`src/rtl/fpc_pkg.sv`:
```
`default_nettype none
package fpc_pkg;
   localparam int TABLE_DEPTH = 256;
   localparam int IDX_W = (TABLE_DEPTH > 1) ? $clog2(TABLE_DEPTH) : 1;
   localparam int CNT_W = $clog2(TABLE_DEPTH + 1);
   localparam int CMP_W = 16;
   localparam int QUEUE_DEPTH = 4;
   localparam int QPTR_W = $clog2(QUEUE_DEPTH);
   localparam int ENTRY_W = 96;

   localparam logic [1:0] JOB_OTHER = 2'd0;
   localparam logic [1:0] JOB_PAIR  = 2'd1;
   localparam logic [1:0] JOB_READ  = 2'd2;

   typedef struct packed {
      logic [1:0]  kind;
      logic [31:0] src;
      logic [31:0] dst;
      logic [7:0]  idx;
   } job_type;

   typedef struct packed {
      logic    valid;
      job_type job;
   } push_type;

   function automatic logic [31:0] sat_inc(input logic [31:0] v);
      sat_inc = (v == 32'hFFFF_FFFF) ? v : v + 32'd1;
   endfunction
endpackage
`default_nettype wire

```
`src/rtl/fpc_front.sv`:
```
`default_nettype none
module fpc_front (
   input  wire logic              clock,
   input  wire logic              reset,
   input  wire logic              accept,
   input  wire logic              action,
   input  wire logic [7:0]        data_byte,
   input  wire logic [7:0]        entry_index,
   output fpc_pkg::push_type      push
);
   import fpc_pkg::*;

   localparam logic [2:0] PH_LEN_LO = 3'd0;
   localparam logic [2:0] PH_LEN_HI = 3'd1;
   localparam logic [2:0] PH_ETH    = 3'd2;
   localparam logic [2:0] PH_IP     = 3'd3;
   localparam logic [2:0] PH_SKIP   = 3'd4;
   localparam logic [4:0] ETH_LAST  = 5'd13;
   localparam logic [4:0] IP_LAST   = 5'd19;
   localparam logic [15:0] ETH_LEN  = 16'd14;
   localparam logic [15:0] IP_LEN   = 16'd34;
   localparam logic [15:0] ETYPE_IPV4 = 16'h0800;

   logic [2:0]  phase_ff, phase_in;
   logic [4:0]  pos_ff, pos_in;
   logic [15:0] skip_ff, skip_in;
   logic [15:0] etype_ff, etype_in;
   logic [31:0] src_ff, src_in;
   logic [31:0] dst_ff, dst_in;
   logic [15:0] hdr_len;
   logic        finish;

   always_comb begin
      phase_in = phase_ff;
      pos_in   = pos_ff;
      skip_in  = skip_ff;
      etype_in = etype_ff;
      src_in   = src_ff;
      dst_in   = dst_ff;
      finish   = 1'b0;
      hdr_len  = ETH_LEN;
      push     = '0;
      if (accept && action) begin
         push.valid    = 1'b1;
         push.job.kind = JOB_READ;
         push.job.idx  = entry_index;
      end else if (accept) begin
         unique case (phase_ff)
            PH_LEN_HI: begin
               skip_in  = {data_byte, skip_ff[7:0]};
               pos_in   = '0;
               phase_in = PH_ETH;
            end
            PH_ETH: begin
               if (pos_ff == ETH_LAST - 5'd1) begin
                  etype_in = {data_byte, etype_ff[7:0]};
               end else if (pos_ff == ETH_LAST) begin
                  etype_in = {etype_ff[15:8], data_byte};
               end
               if (pos_ff != ETH_LAST) begin
                  pos_in = pos_ff + 5'd1;
               end else if ({etype_ff[15:8], data_byte} == ETYPE_IPV4) begin
                  pos_in   = '0;
                  phase_in = PH_IP;
               end else begin
                  finish        = 1'b1;
                  push.valid    = 1'b1;
                  push.job.kind = JOB_OTHER;
               end
            end
            PH_IP: begin
               if (pos_ff >= 5'd12 && pos_ff < 5'd16) begin
                  src_in = {src_ff[23:0], data_byte};
               end else if (pos_ff >= 5'd16) begin
                  dst_in = {dst_ff[23:0], data_byte};
               end
               if (pos_ff != IP_LAST) begin
                  pos_in = pos_ff + 5'd1;
               end else begin
                  finish        = 1'b1;
                  hdr_len       = IP_LEN;
                  push.valid    = 1'b1;
                  push.job.kind = JOB_PAIR;
                  push.job.src  = src_ff;
                  push.job.dst  = {dst_ff[23:0], data_byte};
               end
            end
            PH_SKIP: begin
               skip_in = skip_ff - 16'd1;
               if (skip_ff == 16'd1) begin
                  phase_in = PH_LEN_LO;
               end
            end
            default: begin
               skip_in  = {8'd0, data_byte};
               pos_in   = '0;
               phase_in = PH_LEN_HI;
            end
         endcase
         if (finish) begin
            skip_in  = (skip_ff > hdr_len) ? skip_ff - hdr_len : 16'd0;
            pos_in   = '0;
            phase_in = (skip_ff > hdr_len) ? PH_SKIP : PH_LEN_LO;
         end
      end
   end

   always_ff @(posedge clock) begin
      if (reset) begin
         phase_ff <= PH_LEN_LO;
         pos_ff   <= '0;
         skip_ff  <= '0;
         etype_ff <= '0;
         src_ff   <= '0;
         dst_ff   <= '0;
      end else begin
         phase_ff <= phase_in;
         pos_ff   <= pos_in;
         skip_ff  <= skip_in;
         etype_ff <= etype_in;
         src_ff   <= src_in;
         dst_ff   <= dst_in;
      end
   end
endmodule
`default_nettype wire

```
`config.mk`:
```
export PLATFORM = sky130hd
export DESIGN_NAME = fpc_front
export DESIGN_NICKNAME = d
export VERILOG_FILES = /design/src/rtl/fpc_pkg.sv /design/src/rtl/fpc_front.sv
export SDC_FILE = /design/constraint.sdc
export NUM_CORES = 1
export LEC_CHECK = 0
export CELL_PAD_IN_SITES_DETAIL_PLACEMENT = 1
export CELL_PAD_IN_SITES_GLOBAL_PLACEMENT = 1
export CORE_MARGIN = 10
export CORE_UTILIZATION = 25
export CTS_CLUSTER_DIAMETER = 40
export CTS_CLUSTER_SIZE = 16
export DETAILED_ROUTE_END_ITERATION = 10
export DONT_BUFFER_PORTS = 1
export PLACE_DENSITY_LB_ADDON = 0.1
export SLEW_MARGIN = 20
export SYNTH_ARGS = -nofsm -noshare
export SYNTH_HDL_FRONTEND = slang
export SYNTH_SLANG_ARGS = --single-unit
```
`constraint.sdc`:
```
create_clock -name clock -period 4.7 [get_ports clock]
set_clock_uncertainty 0.2 [all_clocks]
set_input_delay 0.47 -clock clock [delete_from_list [all_inputs] [get_ports clock]]
set_output_delay 0.47 -clock clock [all_outputs]
set_load 0.01 [all_outputs]
```
; ---- After elaboration in Yosys (flattened, before gate mapping)
; Index checks and enable logic that the tools add are counted.
[word_totals]
output_inout_bits = 75
ff_bits = 96
wordCells = 83
inputBits = 20
[op_classes]
n_eq_ne = 19
reduce_logical = 11
n_bitwise = 3
order_cmp = 4
n_mux = 35
addsub = 3
[ops]
columns = op, n
row1 = two-way mux 67 bit, 2
row2 = two-way mux 64 bit, 2
row3 = two-way mux 16 bit, 5
row4 = one-hot mux 16 bit (3 select lines), 1
row5 = two-way mux 3 bit, 8
row6 = two-way mux 5 bit, 4
row7 = == test 16 x 1 -> 1 bit (second input constant), 1
row8 = == test 16 x 12 -> 1 bit (second input constant), 1
row9 = > comparator 16 bit, 1
row10 = two-way mux 8 bit, 2
row11 = subtractor 16 x 1 -> 16 bit (second input constant), 1
row12 = subtractor 16 bit, 1
row13 = one-hot mux 5 bit (3 select lines), 1
row14 = AND reduction 5 bit, 3
row15 = two-way mux 6 bit, 2
row16 = inequality test 3 bit (second input constant), 4
row17 = one-hot mux 3 bit (4 select lines), 1
row18 = AND reduction 4 bit, 3
row19 = == test 5 x 4 -> 1 bit (second input constant), 2
row20 = == test 3 x 2 -> 1 bit (second input constant), 2
row21 = inequality test 2 bit (second input constant), 3
row22 = one-hot mux 3 bit (2 select lines), 1
row23 = AND reduction 6 bit, 1
row24 = adder 5 x 1 -> 5 bit (second input constant), 1
row25 = other kinds (15), 22

; ---- Logic depth before layout (Yosys ltp)
[depth]
word_depth = 8
ltp_mapped = 13
depth_no_buf = 12

; ---- Worst setup path after synthesis
; Ideal clock, no wire load.
[synth_path]
path_type = register to register
start = register pos_ff[0]
end = register skip_ff[7]
arrival_time_ns = 2.849
path_buffers = 1
setup_ns = 0.122
path_stages_with_launch = 13
period_less_slack_ns = 3.171
required_time_ns = 4.378
path_slack_ns = 1.529
cell_sequence = dfxtp_1 -> ha_1 -> nand4bb_1 -> buf_2 -> nor2_1 -> inv_1 -> xnor2_1 -> ha_1 -> or2_1 -> a311o_1 -> a21oi_1 -> a21oi_1 -> a221o_1
[synth_via]
elab_chain_len = 8
elab_cells_between_ends = 18
classes_between = add/sub (1) / order compare (1) / eq/ne (4) / mux (11) / reduce/logical (1)
[synth_lines]
columns = element, line_no
row1 = start: declaration, fpc_front.sv:25  ; logic [4:0] pos_ff, pos_in;
row2 = start signal: assignment, fpc_front.sv:118  ; pos_ff <= pos_in;
row3 = inequality test 5 bit, fpc_front.sv:77  ; if (pos_ff != IP_LAST) begin
row4 = two-way mux 6 bit, fpc_front.sv:77
row5 = two-way mux 6 bit, fpc_front.sv:48  ; unique case (phase_ff)
row6 = two-way mux 16 bit, fpc_front.sv:47  ; end else if (accept) begin
row7 = two-way mux 16 bit, fpc_front.sv:43  ; if (accept && action) begin
row8 = subtractor 16 bit / > comparator 16 bit (equally long branches), fpc_front.sv:101  ; skip_in = (skip_ff > hdr_len) ? skip_ff - hdr_len : 16'd0;
row9 = two-way mux 16 bit, fpc_front.sv:101
row10 = two-way mux 16 bit, fpc_front.sv:100  ; if (finish) begin
row11 = end signal: assignment, fpc_front.sv:119  ; skip_ff <= skip_in;
row12 = end: declaration, fpc_front.sv:26  ; logic [15:0] skip_ff, skip_in;
; Parallel ways exist; a longest one is shown, timed or not. The select of a mux whose other input is x is not followed.
; A chain may end at the register's enable or synchronous reset.

; ---- Worst setup path in the final report
[layout_path]
start = register phase_ff[0]
end = register skip_ff[10]
[layout_via]
elab_chain_len = 7
elab_cells_between_ends = 18
classes_between = add/sub (1) / order compare (1) / eq/ne (5) / mux (9) / reduce/logical (2)
[layout_lines]
columns = element, line_no
row1 = start: declaration, fpc_front.sv:24  ; logic [2:0] phase_ff, phase_in;
row2 = start signal: assignment, fpc_front.sv:117  ; phase_ff <= phase_in;
row3 = == test 3 x 2 -> 1 bit, fpc_front.sv:48
row4 = two-way mux 6 bit, fpc_front.sv:48
row5 = two-way mux 16 bit, fpc_front.sv:47
row6 = two-way mux 16 bit, fpc_front.sv:43
row7 = subtractor 16 bit / > comparator 16 bit (equally long branches), fpc_front.sv:101
row8 = two-way mux 16 bit, fpc_front.sv:101
row9 = two-way mux 16 bit, fpc_front.sv:100
; Parallel ways exist; a longest one is shown, timed or not. The select of a mux whose other input is x is not followed.

==> flow_metrics.py <==
metrics = {
    "yosys": {
        "syn_avg_cell_area_sq_um": 7.434,
        "synthCells": 681,
        "synth_edf_count": 0,
        "synth-seq-cells": 88,
        "postSynthNetCount": 709,
        "yosys_warnings": 0,
        "async_reset_ff_share_pct": 0,
        "synth.distinct_cells": 69,
        "ys.flop_type": "dfxtp_1",
        "synthesis.area_sq_mm": 0.005062,
        "ys_seq_area_share_pct": 34.80,
    },
    "routing": {
        "drtAntennaViolNets": 0,
        "wl_met2_mm": 9.183,
        "drc": 0,
        "highest_layer": "met4",
        "vias": 4902,
        "wl_met3_mm": 1.207,
        "drt-initial-drc-count": 350,
        "met1Wirelength_mm": 9.075,
        "drt-vias-per-instance": 5.387,
        "routed_wl_mm": 19.66,
        "drtPass1Iterations": 5,
        "wl_per_cell_um": 21.61,
    },
    "final_layout": {
        "layout_common_cells": "nand2_1, dfxtp_1, a21oi_1, and3_1, nor2_1",
        "post-route-util_pct": 28.12,
        "antenna_cells": 0,
        "drive_gt1_share_pct": 6.202,
        "areaGrowthSynthToFinish_pct": 9.540,
        "final_common_cell": "nand2_1",
        "instances_no_fill": 910,
        "final_area_sq_mm": 0.005545,
        "num-nets-final": 668,
    },
    "min_path": {
        "min_to": "skip_ff[13]$_SDFFE_PP0P_",
        "min_from": "reset",
        "hold_path.class": "in -> reg",
        "min_path_cells": 1,
    },
    "timing": {
        "min_period_over_period_pct": 81.49,
        "setup_tns_ns": 0,
        "final-max-slew-violation-count": 0,
        "slew_headroom_pct": 31.43,
        "hold_viol": 0,
        "setup_viol": 0,
        "max_freq_mhz": 261.1,
        "rsz0062_at_grt": "false",
        "tightest_slew_ns": 1.026,
        "hold_slack_ns": 0.04379,
        "period_needed_ns": 3.830,
        "finalWorstSetupSlack_ns": 0.8699,
    },
    "placement": {
        "gp_congestion": 0.8463,
        "post-place-ws_ns": 0.8720,
        "place_inst": 892,
        "placed_area_sq_mm": 0.005196,
        "dp_hpwl_mm": 13.12,
        "io_buffers": 0,
    },
    "pwr": {
        "power_mw": 1.766,
        "peakVddDrop_v": 0.0001460,
        "power_per_cell_area_mw_per_mm2": 318.5,
        "p_leak_nw": 2.024,
    },
    "floorplanning": {
        "die_h_um": 162.3,
        "dieArea_sq_mm": 0.02634,
        "rows": 51,
        "die_w_um": 162.3,
        "core_area_sq_mm": 0.01972,
        "initial_core_util_pct": 25.67,
        "io_pins": 95,
    },
    "grt": {
        "grt_max_degree": 69,
        "grt-ovfl-total": 0,
        "grt_pass1_wl_mm": 30.25,
        "first_global_vias": 5023,
        "grtUsageTotal_pct": 14.56,
        "antenna_found_initial": 0,
    },
    "critical_path": {
        "r2r_cells": 10,
        "end_kind": "flip-flop",
        "cpLargestDelayFamily": "compound AO/OA/AOI/OAI gates",
        "crit-reg2reg-launch": "phase_ff[0]$_SDFFE_PP0P_",
        "crit_chain": "nand3b_1, nor2_4, inv_1, ha_1, o41a_1, nor4_2, or2_4, a211oi_4, nand2_1, a2111oi_2",
        "cp_slowest_cell": "a211oi_4",
        "cp_max_fo": 18,
        "path_class": "reg -> reg",
        "path_depth": 10,
        "timing.rr.end": "skip_ff[10]$_SDFFE_PP0P_",
        "cpPeakStageDelay_ns": 0.74,
        "r2r_slack_ns": 0.87,
        "cp.arrival_ns": 3.88,
        "start_kind": "flip-flop",
        "path_buf_inv": 1,
        "required_ns": 4.75,
    },
    "clock_tree": {
        "numCtsBuffers": 9,
        "clk_latency_ns": 0.35,
        "cts-resized-gates": 0,
        "htreeDepth": 3,
        "cts_tree": "yes",
        "post_cts_buffers": 0,
        "cts_hold_buffers": 2,
        "path_clk_slew_ns": 0.07,
        "clockBufferDepth": 2,
        "clock_sinks": 88,
        "clock-root-buffer": "clkbuf_16",
    },
    "outcome": {
        "status": "completed",
    },
    "run": {
        "cap_violations": 0,
    },
}
state kept, by name, indices dropped and copies added (netlist names):
signal,cells
etype_ff,8
dst_ff,24
pos_ff,5
phase_ff,3
skip_ff,16
src_ff,32
layer usage:
layer,up-vias,global-route usage [%]
li1,2331,-
met3,13,4.146
met2,127,23.12
met4,0,4.301
met5,-,0
met1,2431,18.74
cell usage after synthesis (2+ instances only):
library cell  instances  area [sq um]
nand2_1             142         533.0
dfxtp_1              88          1762
a21oi_1              74         370.4
and3_1               74         462.9
nor2_1               45         168.9
clkbuf_1             44         165.2
o21ai_0              20         100.1
nor3_1               16         80.08
mux2i_1              12         120.1
nand3_1              11         55.05
xnor2_1              11         96.34
inv_1                 9         33.78
nor4_1                9         56.30
buf_2                 8         40.04
ha_1                  8         100.1
nand4_1               7         43.79
a221oi_1              5         43.79
a31oi_1               5         31.28
xor2_1                5         43.79
buf_6                 4         45.04
nand3b_1              4         30.03
o211ai_1              4         30.03
a2111oi_0             3         26.28
a21o_1                3         22.52
a22oi_1               3         22.52
and2_1                3         18.77
nor4_2                3         37.54
o21ai_1               3         15.01
o22ai_1               3         18.77
o31a_1                3         26.28
o31ai_1               3         22.52
o32ai_1               3         26.28
or3_1                 3         18.77
a221o_1               2         20.02
and4_1                2         17.52
nand4b_1              2         17.52
nor2b_1               2         12.51
o211a_1               2         20.02
o21a_1                2         15.01
o41ai_1               2         17.52
layout make-up:
type	count	area (sq um)
Tap cell	265	331.6
Fill cell	2379	14170
Inverter	10	37.54
Clock inverter	7	86.33
Multi-Input combinational cell	525	3035
Sequential cell	88	1762
Timing Repair Buffer	6	67.56
Clock buffer	9	225.2
where the power goes:
part / switching, mW / total [mW] / internal [mW]
Clock: 0.357 / 0.783 / 0.426
Combinational: 0.135 / 0.209 / 0.0746
Sequential: 0.0211 / 0.774 / 0.752
Total: 0.513 / 1.77 / 1.25
how the worst max path moves through the flow:
stage                                          end                startpoint
after CTS                 skip_ff[10]$_SDFFE_PP0P_  phase_ff[0]$_SDFFE_PP0P_
after detailed placement  skip_ff[10]$_SDFFE_PP0P_    pos_ff[0]$_SDFFE_PP0P_
after global routing       skip_ff[1]$_SDFFE_PP0P_  phase_ff[0]$_SDFFE_PP0P_
after global placement    skip_ff[10]$_SDFFE_PP0P_  phase_ff[0]$_SDFFE_PP0P_
after floorplan            skip_ff[7]$_SDFFE_PP0P_    pos_ff[0]$_SDFFE_PP0P_
final                     skip_ff[10]$_SDFFE_PP0P_  phase_ff[0]$_SDFFE_PP0P_
kinds of logic after synthesis:
| logic type | share of synthesized area [%] |
|---|---|
| XOR/XNOR | 2.768 |
| multiplexers | 2.373 |
| AO/OA/AOI/OAI | 19.18 |
| adder cells (fa/ha/maj) | 1.977 |
| buffers and inverters | 5.907 |
| flip-flops | 34.80 |
| AND/OR/NAND/NOR | 33.00 |
No activity file was read; power rests on OpenSTA's default activity.
