### src/rtl/fpc_pkg.sv
`default_nettype none
package fpc_pkg;
   localparam int TABLE_DEPTH = 256;
   localparam int IDX_W = (TABLE_DEPTH > 1) ? $clog2(TABLE_DEPTH) : 1;
   localparam int CNT_W = $clog2(TABLE_DEPTH + 1);
   localparam int CMP_W = 16;
   localparam int QUEUE_DEPTH = 4;
   localparam int QPTR_W = $clog2(QUEUE_DEPTH);
   localparam int ENTRY_W = 96;

   localparam logic [1:0] JOB_OTHER = 2'd0;
   localparam logic [1:0] JOB_PAIR  = 2'd1;
   localparam logic [1:0] JOB_READ  = 2'd2;

   typedef struct packed {
      logic [1:0]  kind;
      logic [31:0] src;
      logic [31:0] dst;
      logic [7:0]  idx;
   } job_type;

   typedef struct packed {
      logic    valid;
      job_type job;
   } push_type;

   function automatic logic [31:0] sat_inc(input logic [31:0] v);
      sat_inc = (v == 32'hFFFF_FFFF) ? v : v + 32'd1;
   endfunction
endpackage
`default_nettype wire

### src/rtl/fpc_queue.sv
`default_nettype none
module fpc_queue (
   input  wire logic         clock,
   input  wire logic         reset,
   input  fpc_pkg::push_type push,
   output logic              full,
   input  wire logic         pop,
   output logic              pop_valid,
   output fpc_pkg::job_type  pop_job
);
   import fpc_pkg::*;

   job_type            slot_ff [QUEUE_DEPTH];
   logic [QPTR_W-1:0]  wp_ff, wp_in, rp_ff, rp_in;
   logic [QPTR_W:0]    cnt_ff, cnt_in;

   assign full      = (cnt_ff == (QPTR_W+1)'(QUEUE_DEPTH));
   assign pop_valid = (cnt_ff != '0);
   assign pop_job   = slot_ff[rp_ff];

   always_comb begin
      wp_in  = push.valid ? wp_ff + 1'b1 : wp_ff;
      rp_in  = pop ? rp_ff + 1'b1 : rp_ff;
      cnt_in = cnt_ff + (QPTR_W+1)'(push.valid) - (QPTR_W+1)'(pop);
   end

   always_ff @(posedge clock) begin
      if (push.valid) begin
         slot_ff[wp_ff] <= push.job;
      end
      if (reset) begin
         wp_ff  <= '0;
         rp_ff  <= '0;
         cnt_ff <= '0;
      end else begin
         wp_ff  <= wp_in;
         rp_ff  <= rp_in;
         cnt_ff <= cnt_in;
      end
   end
endmodule
`default_nettype wire

### config.mk
export PLATFORM = sky130hd
export DESIGN_NAME = fpc_queue
export DESIGN_NICKNAME = d
export VERILOG_FILES = /design/src/rtl/fpc_pkg.sv /design/src/rtl/fpc_queue.sv
export SDC_FILE = /design/constraint.sdc
export NUM_CORES = 1
export LEC_CHECK = 0
export BUFFER_PORTS_ARGS = -buffer_cell sky130_fd_sc_hd__buf_2
export CORE_ASPECT_RATIO = 0.5
export CORE_MARGIN = 4
export CORE_UTILIZATION = 49
export CTS_BUF_LIST = sky130_fd_sc_hd__clkbuf_16
export DETAILED_ROUTE_END_ITERATION = 16
export HOLD_SLACK_MARGIN = 0.15
export MAX_ROUTING_LAYER = met4
export PLACE_DENSITY = 0.7
export SKIP_LAST_GASP = 1
export SYNTH_ARGS = -nofsm -noshare
export SYNTH_HDL_FRONTEND = slang
export SYNTH_SLANG_ARGS = --single-unit
export TNS_END_PERCENT = 50
### constraint.sdc
create_clock -name clock -period 3 [get_ports clock]
set_input_delay 0.3 -clock clock [delete_from_list [all_inputs] [get_ports clock]]
set_output_delay 0.3 -clock clock [all_outputs]
set_load 0.03 [all_outputs]
Yosys cells after proc, flatten, opt, wreduce, memory -nomap -nowiden
Memories as Yosys holds them, arrays and structs flattened. A register that Yosys moved wholly into a read port is not among the register bits.
Index checks and enable logic that the tools add are counted.

storage, ports and cells
  register bits = 7
  bits in writable memories = 296
  bits of input ports = 78
  output and inout bits = 76
  logic and storage cells = 14
  memories = 1

memories
  name     depth  width  rd ports  clocked after Yosys merged registers in  write ports  RTL line         RTL
  slot_ff  4      74     1         1                                        1            fpc_queue.sv:13  job_type slot_ff [QUEUE_DEPTH];

operators by class
  $add $sub $neg = 4
  equal/unequal tests = 1
  multiplexer cells = 4
  reductions and logical operators = 1

operators with widths
  operator               number
  $add A2 B1 Y2 const B  2
  $mux W2                2
  $add A3 B1 Y3          1
  $eq A3 B3 Y1 const B   1
  $reduce_bool A3 Y1     1
  $sub A3 B1 Y3          1
  $mux W1                2

Longest topological paths before layout
Gate-level depths: netlist of the first run.

  word-level depth = 3
  depth in mapped cells = 7
  gate-level depth less buffers = 7

Least setup slack after synthesis of the first run
No wires, ideal clock.

  path kind = reg2reg
  start = register wp_ff[0]
  end = memory slot_ff[0][0] (netlist bit) (enable)
  setup time = 440 ps
  arrival time = 2272 ps
  data required time = 2560 ps
  slack = 288 ps
  cell stages (with the launch flop) = 4
  buffers on the path = 0
  period minus slack after synthesis = 2712 ps
  cell sequence = dfxtp_1 inv_1 ha_1 and2_1

RTL lines
  item                      RTL line         RTL
  start: declaration        fpc_queue.sv:14  logic [QPTR_W-1:0] wp_ff, wp_in, rp_ff, rp_in;
  start signal: assignment  fpc_queue.sv:36  wp_ff <= wp_in;
  end: declaration          fpc_queue.sv:13

Straight into the memory's write port.

==> impl_metrics.tcl, run 1 <==
set metrics [dict create \
    worstSetupPathType "reg2out" \
    min_to "slot_ff[3][8]" \
    ys_seq_elements 305 \
    numPlacedInstances 877 \
    p_int_uw 7370 \
    p_clk_share_pct 35.7 \
    grt_overflow 0 \
    area_growth_pct 25.7 \
    routed_wl_um 21200 \
    num-fill-cells 1518 \
    num_rows 38 \
    min-delay-start "push[8]" \
    initial_core_util_pct 50.6 \
    worstPathRequired_ns 2.70 \
    pwr-share-seq_pct 51.7 \
    ff2ff_setup_slack_ns 1.18 \
    route.vias.total 5211 \
    power_frac_comb_pct 12.6 \
    avgSynthCellArea_um2 26.0 \
    hp-class "in2reg" \
    start_kind "flop" \
    via_per_inst 5.20 \
    cpPeakStageDelay_ns 0.62 \
    max_slew_margin_pct 57.5 \
    drtIter0Drc 334 \
    ys_types 21 \
    peakVddDrop_v 0.000504 \
    layout.nets 768 \
    io_pins 154 \
    ctsHoldBuffers 77 \
    reg2reg_to "slot_ff[1][3]" \
    htreeDepth 1 \
    grt_usage_pct 17.6 \
    slew_violations 0 \
    cts_resized 0 \
    drtPass1Iterations 5 \
    gp_congestion 0.740 \
    yosysSeqAreaShare_pct 81.5 \
    clockRootBuffer "clkbuf_16" \
    numCtsBuffers 27 \
    drt-wirelength-per-cell_um 21.1 \
    crit_fanout 20 \
    reg2reg_depth 3 \
    leakage_uw 0.00481 \
    postCtsSetupRepairBufs 0 \
    min_period_over_period_pct 83.9 \
    postLayoutCoreUtil_pct 63.6 \
    rsz0062_at_grt "false" \
    min_period_ns 2.52 \
    worstMarginPinSlew_ns 0.638 \
    path_clk_slew_ns 0.06 \
    grt_pass1_wl_um 33200 \
    grt_max_degree 55 \
    antenna_found_initial 0 \
    remaining_drc_errors 0 \
    multi_input_area_um2 1910 \
    endpoint_kind "primary output" \
    dpl_worst_slack_ns 0.983 \
    critPathArrivalTime_ns 2.22 \
    fp.dieW_um 221 \
    die_h_um 115 \
    layoutNonFillerInstCount 1003 \
    worst_slack_ns 0.484 \
    yosysTopAreaCell "edfxtp_1" \
    crit_family "flip-flops" \
    synth_top_cell_area_share_pct 79.9 \
    cts_tree "built" \
    cts_buffer_depth 3 \
    skew_ns 0.0116 \
    drive_above_1_share_pct 40.3 \
    clkSinkCount 305 \
    path_cells "buf_4 -> mux4_2 -> buf_2" \
    clk_latency_ns 0.53 \
    place_hpwl_um 12200 \
    diodes 0 \
    switching_share_pct 23.3 \
    p_sw_uw 2240 \
    clock.fmax_ghz 0.397 \
    powerDensity_nw_per_um2 688 \
    grt_pass1_vias 5786 \
    port_buffers 153 \
    regArea_um2 9080 \
    synthTopCellsByArea "edfxtp_1 (80%), mux4_2 (15%), dfxtp_1 (1.6%)" \
    cp_slowest_cell "dfxtp_4" \
    status "complete, no violations" \
    drv_cap 0 \
    antenna_left 0 \
    syn_nets 513 \
    critPathBufInv 2 \
    dieArea_um2 25300 \
    core_area_um2 22000 \
    yosys_warnings 0 \
    syn_area_um2 11100 \
    setup_viol 0 \
    setup_tns_ns 0 \
    synth_cells 428 \
    worstReg2RegStart "wp_ff[0]" \
    finalHoldViolations 0 \
    hold_depth 2 \
]
-- logic make-up after synthesis --
group | share of synthesized area [%]
flip-flops | 81.5
multiplexers | 15.1
buffers and inverters | 1.33
AND/OR/NAND/NOR | 0.686
adder cells (fa/ha/maj) | 0.855
XOR/XNOR | 0.371
AO/OA/AOI/OAI | 0.135
-- power by group through the flow --
stage | Sequential [µW] | Combinational [µW] | Clock, µW
after floorplan | 5030 | 805 | 0
after global placement | 5050 | 1140 | 0
after detailed placement | 5060 | 1160 | 0
after CTS | 4970 | 1240 | 3520
after global routing | 4990 | 1300 | 3720
final | 4970 | 1220 | 3430
-- through the flow --
step	instance area, µm²	hold slack, ns	power [µW]
after floorplan	11100	0.372	5840
after global placement	12300	0.511	6190
after detailed placement	12300	0.517	6220
after CTS	14000	0.488	9730
after global routing	14000	0.505	10000
final	14000	0.513	9620
-- area by class of cell --
class | instances | area share [%]
flip-flops and latches | 305 | 64.9
repair buffers | 242 | 12.3
clock inverters | 22 | 1.44
multi-input cells | 101 | 13.7
clock buffers | 27 | 4.83
well taps | 300 | 2.69
inverters | 6 | 0.161
-- cells in the mapped netlist (all sizes together) --
master and instances:
a21bo 1, a21oi 1, and2 4, and3 1, buf 15, clkbuf 1, dfxtp 9, edfxtp 296
fa 1, ha 6, inv 6, mux2i 1, mux4 74, nand3b 1, nor2 5, nor2b 2
or3 1, xnor2 2, xor3 1
-- how the worst max path moves through the flow --
stage,end,slack (ns),depth (start not counted)
after CTS,pop_job[27],0.41,3
after global placement,pop_job[27],0.99,3
after floorplan,slot_ff[0][0],0.29,3
final,pop_job[27],0.48,3
after detailed placement,pop_job[27],0.98,3
after global routing,pop_job[55],0.31,3
-- sequential cells by signal, summed over array words and instances, names as in the netlist, named ones only --
signal / flops
cnt_ff: 3
slot_ff: 296
wp_ff: 2
rp_ff: 2
-- cell usage in the layout, fill, tap and decap left out, types with 5 or more instances in the layout --
cell	instances
mux4_2	74
dfxtp_1	7
dlygate4sd3_1	77
nor2_1	5
buf_4	5
edfxtp_1	296
buf_2	153
buf_12	7
inv_1	14
clkbuf_16	27
ha_1	6
-- metal layers --
layer	part of all wire [%]	track usage (%)	vias to the layer above
met5	0	-	-
met2	53	30.6	111
met1	41	22.1	2727
li1	-	-	2347
met3	4.6	3.66	26
met4	1.4	3.37	0
-- worst register-to-register path, delay by kind of cell, from the launching register on --
kind | cells | cell delay (ns)
DFF | 1 | 0.40
buffers and inverters | 1 | 0.38
adders and majority gates | 1 | 0.17
and+or+nand+nor | 1 | 0.56
Power figures use the tool's default switching activity.
==> run 2, diff against run 1 <==
Clock period 3 ns to 2.4 ns, I/O delays scaled along.
==> run 2 against run 1 <==
  * Die area did not move
  * Cell count rose by 0.60%
  * Setup slack got worse by 0.35 ns
  * Sequential power rose by 25%
  * Combinational power rose by 27%
  * First-iteration DRC count fell by 2.7%
  * Count of clock-buffer cells in the layout did not move
  * Sequential cell count did not move
  * Register-to-register slack got worse by 0.60 ns
  * Critical endpoint is now pop_job[62]
  * Highest routed layer unchanged
==> impl_metrics.tcl, run 2 (synthesis gave the netlist of run 1 again) <==
set metrics [dict create \
    worstPathRequired_ns 2.16 \
    path_clk_slew_ns 0.06 \
    slew_violations 0 \
    gp_congestion 0.704 \
    worstSetupPathType "reg2out" \
    layoutNonFillerInstCount 1009 \
    dieArea_um2 25300 \
    layout.nets 774 \
    num-fill-cells 1539 \
    finalHoldViolations 0 \
    largest_register "slot_ff" \
    grt_pass1_wl_um 32500 \
    initial_core_util_pct 50.6 \
    cp_slowest_cell "mux4_2" \
    die_h_um 115 \
    crit_fanout 21 \
    dpl_cell_area_um2 12400 \
    leakage_uw 0.00481 \
    antenna_left 0 \
    mostFrequentLayoutCell "edfxtp_1" \
    holdWs_ns 0.463 \
    routed_wl_um 20300 \
    start_kind "flop" \
    final_area_um2 14000 \
    clockRootBuffer "clkbuf_16" \
    via_per_inst 5.20 \
    worstMarginPinSlew_ns 0.495 \
    critPathBufInv 2 \
    top_regs "slot_ff (296), cnt_ff (3)" \
    max_slew_margin_pct 67.0 \
    cts_resized 0 \
    skew_ns 0.0131 \
    critPathArrivalTime_ns 2.02 \
    htreeDepth 1 \
    grt_pass1_vias 5810 \
    drv_cap 0 \
    clk_latency_ns 0.52 \
    status "complete, no violations" \
    min_period_over_period_pct 94.3 \
    area_growth_pct 26.1 \
    peakVddDrop_v 0.000430 \
    cpPeakStageDelay_ns 0.53 \
    numPlacedInstances 880 \
    port_buffers 153 \
    drtPass1Iterations 4 \
    drt-wirelength-per-cell_um 20.2 \
    numCtsBuffers 27 \
    setup_viol 0 \
    grt_overflow 0 \
    endpoint_kind "primary output" \
    core_area_um2 22000 \
    cts_tree "built" \
    powerDensity_nw_per_um2 845 \
    clock.fmax_ghz 0.442 \
    antenna_found_initial 0 \
    min_period_ns 2.26 \
    cts_buffer_depth 3 \
    io_pins 154 \
    rsz0062_at_grt "false" \
    largest_reg_flops 296 \
    clkSinkCount 305 \
    hp-class "in2reg" \
    grt_usage_pct 17.1 \
    setup_tns_ns 0 \
    place_hpwl_um 12300 \
    fp.dieW_um 221 \
    num_rows 38 \
    drive_above_1_share_pct 40.5 \
    crit_family "multiplexers" \
    path_cells "buf_12 -> mux4_2 -> buf_2" \
    final_cell_mix "edfxtp_1 (296), buf_2 (153), dlygate4sd3_1 (78)" \
    drtIter0Drc 325 \
    route.vias.total 5247 \
    ff2ff_setup_slack_ns 0.58 \
    remaining_drc_errors 0 \
    grt_max_degree 75 \
]
[run 2: cell types whose count changed in the layout (fill, tap and decap cells not counted), sizes merged]
cell,before,now
clkinvlp,1,4
buf,165,170
inv,15,12
diode,0,1
dlygate4sd3,77,78
clkinv,8,9
bufinv,4,2
[run 2: timing repair]
item | 4_1_cts | 5_1_grt
setup endpoints to repair | 18 | 0
hold buffers | 78 | 0
endpoints found under the hold margin | 305 | 0
setup buffers | 2 | 0
[run 2: area by class of cell]
type | count | area, µm² | share of cell area [%]
diodes | 1 | 2.50 | 0.0179
multi-input cells | 101 | 1910 | 13.7
repair buffers | 248 | 1790 | 12.7
flip-flops and latches | 305 | 9080 | 64.7
clock buffers | 27 | 676 | 4.82
well taps | 300 | 375 | 2.68
clock inverters | 21 | 165 | 1.18
inverters | 6 | 22.5 | 0.161
[run 2: final timing paths]
path | startpoint | to | cells after the start
setup reg to reg | cnt_ff[0] | cnt_ff[2] | 7
hold / removal | push[8] | slot_ff[2][8] | 2
hold reg to reg | rp_ff[1] | flop | 2
setup / recovery | flop | pop_job[62] | 3
[run 2: power breakdown]
part           switching, µW  internal, µW  leakage (µW)
registers               84.0          6120       0.00279
clock network           1840          2270      0.000418
logic                    899           646       0.00159
total                   2820          9030       0.00481
[run 2: per-stage QoR]
stage / utilization (%) / power (µW) / setup slack [ns]
2_1_floorplan: - / 7290 / -0.293
3_3_place_gp: 56.4 / 7750 / 0.550
3_5_place_dp: 56.4 / 7790 / 0.540
4_1_cts: 63.8 / 12000 / 0.0717
5_1_grt: 63.8 / 12400 / 0.0266
6_report: 63.8 / 11800 / 0.138
[run 2: per-layer routing]
metal  track usage [%]  up-vias  wire [µm]
li1                  -     2351          -
met1              22.1     2755       8590
met2              28.7      104      10600
met3              3.33       37        739
met4              4.24        0        442
met5                 -        -          0
==> run 3, diff against run 2 <==
Settings changed: BUFFER_PORTS_ARGS -buffer_cell sky130_fd_sc_hd__buf_2 to unset, DONT_BUFFER_PORTS set to 1, PLACE_DENSITY 0.7 to unset.
==> run 3 against run 2 <==
  * Sequential share of layout area increased by 3.5 points
  * Combinational power decreased by 13%
  * Cell count decreased by 15%
  * Register-to-register slack improved by 0.04 ns
  * Clock power about the same
  * Hold slack got worse by 0.30 ns
  * Non-clock buffer count decreased by 151
  * Core utilization decreased by 3.3 points
==> impl_metrics.tcl, run 3 (synthesis gave the netlist of run 1 again) <==
set metrics [dict create \
    critPathArrivalTime_ns 1.92 \
    grt_overflow 0 \
    numCtsBuffers 26 \
    clockRootBuffer "clkbuf_16" \
    slew_violations 0 \
    grt_pass1_vias 5231 \
    htreeDepth 1 \
    endpoint_kind "primary output" \
    antenna_found_initial 1 \
    core_area_um2 22000 \
    die_h_um 115 \
    setup_tns_ns 0 \
    numPlacedInstances 726 \
    worstMarginPinSlew_ns 0.489 \
    switching_share_pct 23.0 \
    powerDensity_nw_per_um2 877 \
    top_regs "slot_ff (296), cnt_ff (3)" \
    cts_tree "built" \
    min_period_ns 2.16 \
    grt_pass1_wl_um 31700 \
    largest_register "slot_ff" \
    hp-class "in2reg" \
    crit_fanout 29 \
    worstSetupPathType "reg2out" \
    drive_above_1_share_pct 24.6 \
    reg2reg_depth 7 \
    cts_buffer_depth 3 \
    fp.dieW_um 221 \
    remaining_drc_errors 0 \
    clkSinkCount 305 \
    largest_reg_flops 296 \
    clk_latency_ns 0.52 \
    clock.fmax_ghz 0.463 \
    p_sw_uw 2690 \
    worstPathRequired_ns 2.16 \
    p_int_uw 8970 \
    gp_congestion 0.751 \
    drv_cap 0 \
    layout.nets 622 \
    mostFrequentLayoutCell "edfxtp_1" \
    peakVddDrop_v 0.000551 \
    skew_ns 0.00702 \
    hold_depth 1 \
    area_growth_pct 19.5 \
    leakage_uw 0.00423 \
    via_per_inst 5.47 \
    dieArea_um2 25300 \
    rsz0062_at_grt "false" \
    finalHoldViolations 0 \
    routed_wl_um 20500 \
    status "complete, no violations" \
    path_clk_slew_ns 0.07 \
    num_rows 38 \
    antenna_left 0 \
    io_pins 154 \
    setup_viol 0 \
    final_cell_mix "edfxtp_1 (296), dlygate4sd3_1 (78), mux4_2 (74)" \
    drtIter0Drc 364 \
    grt_max_degree 50 \
    layoutNonFillerInstCount 857 \
    start_kind "flop" \
    p_clk_share_pct 35.2 \
    max_slew_margin_pct 67.4 \
    grt_usage_pct 17.0 \
    power_frac_comb_pct 11.6 \
    initial_core_util_pct 50.6 \
    port_buffers 0 \
    pwr-share-seq_pct 53.2 \
    min_period_over_period_pct 90.0 \
    route.vias.total 4689 \
    place_hpwl_um 13000 \
    drtPass1Iterations 4 \
    drt-wirelength-per-cell_um 23.9 \
]
[run 3: area by class of cell]
| cell class | instances | area (µm²) |
|---|---|---|
| inverters | 6 | 22.5 |
| diodes | 1 | 2.50 |
| well taps | 300 | 375 |
| multi-input cells | 101 | 1910 |
| repair buffers | 97 | 1060 |
| fillers | 1512 | 8670 |
| flip-flops and latches | 305 | 9080 |
| clock buffers | 27 | 676 |
| clock inverters | 20 | 165 |
[run 3: repair_timing]
| item | 4_1_cts | 5_1_grt |
|---|---|---|
| hold endpoints to repair | 305 | 0 |
| gates resized for setup | 0 | 0 |
| hold buffers | 78 | 0 |
| buffers inserted | 0 | 5 |
| endpoints found under the setup margin | 0 | 11 |
[run 3: critical path, cell delays in order, from the launching register on]
cell	delay (ns)
dfxtp_4	0.65
buf_12	0.27
mux4_2	0.45
[run 3: final timing paths]
| check | from | endpoint | slack [ns] |
|---|---|---|---|
| max reg2reg | cnt_ff[0] | cnt_ff[2] | 0.62 |
| min reg2reg | rp_ff[0] | flop | 0.55 |
| min | push[74] | slot_ff[0][36] | 0.17 |
| max | flop | pop_job[67] | 0.24 |
[run 3: power by group through the flow]
stage	Sequential, µW	Combinational, µW	Clock (µW)
floorplan	6280	1010	0
global placement	6320	1170	0
detailed placement	6340	1190	0
CTS	6220	1350	4220
global route	6220	1430	4490
finish	6210	1350	4100
[run 3: metrics by stage]
step | power, µW | utilization [%] | instance area [µm²] | setup WS, ns | hold WS (ns)
2_1_floorplan | 7290 | - | 11100 | -0.293 | 0.312
3_3_place_gp | 7480 | 52.9 | 11600 | 0.663 | 0.311
3_5_place_dp | 7530 | 52.9 | 11600 | 0.621 | 0.308
4_1_cts | 11800 | 60.3 | 13200 | 0.0597 | 0.155
5_1_grt | 12100 | 60.5 | 13300 | 0.144 | 0.156
6_report | 11700 | 60.5 | 13300 | 0.241 | 0.167
[run 3: metal layers]
layer	vias up	global-route usage, %	routed length (µm)
li1	2049	-	-
met1	2498	21.5	8650
met2	107	29.0	10600
met3	35	3.82	816
met4	0	3.74	401
met5	-	-	0
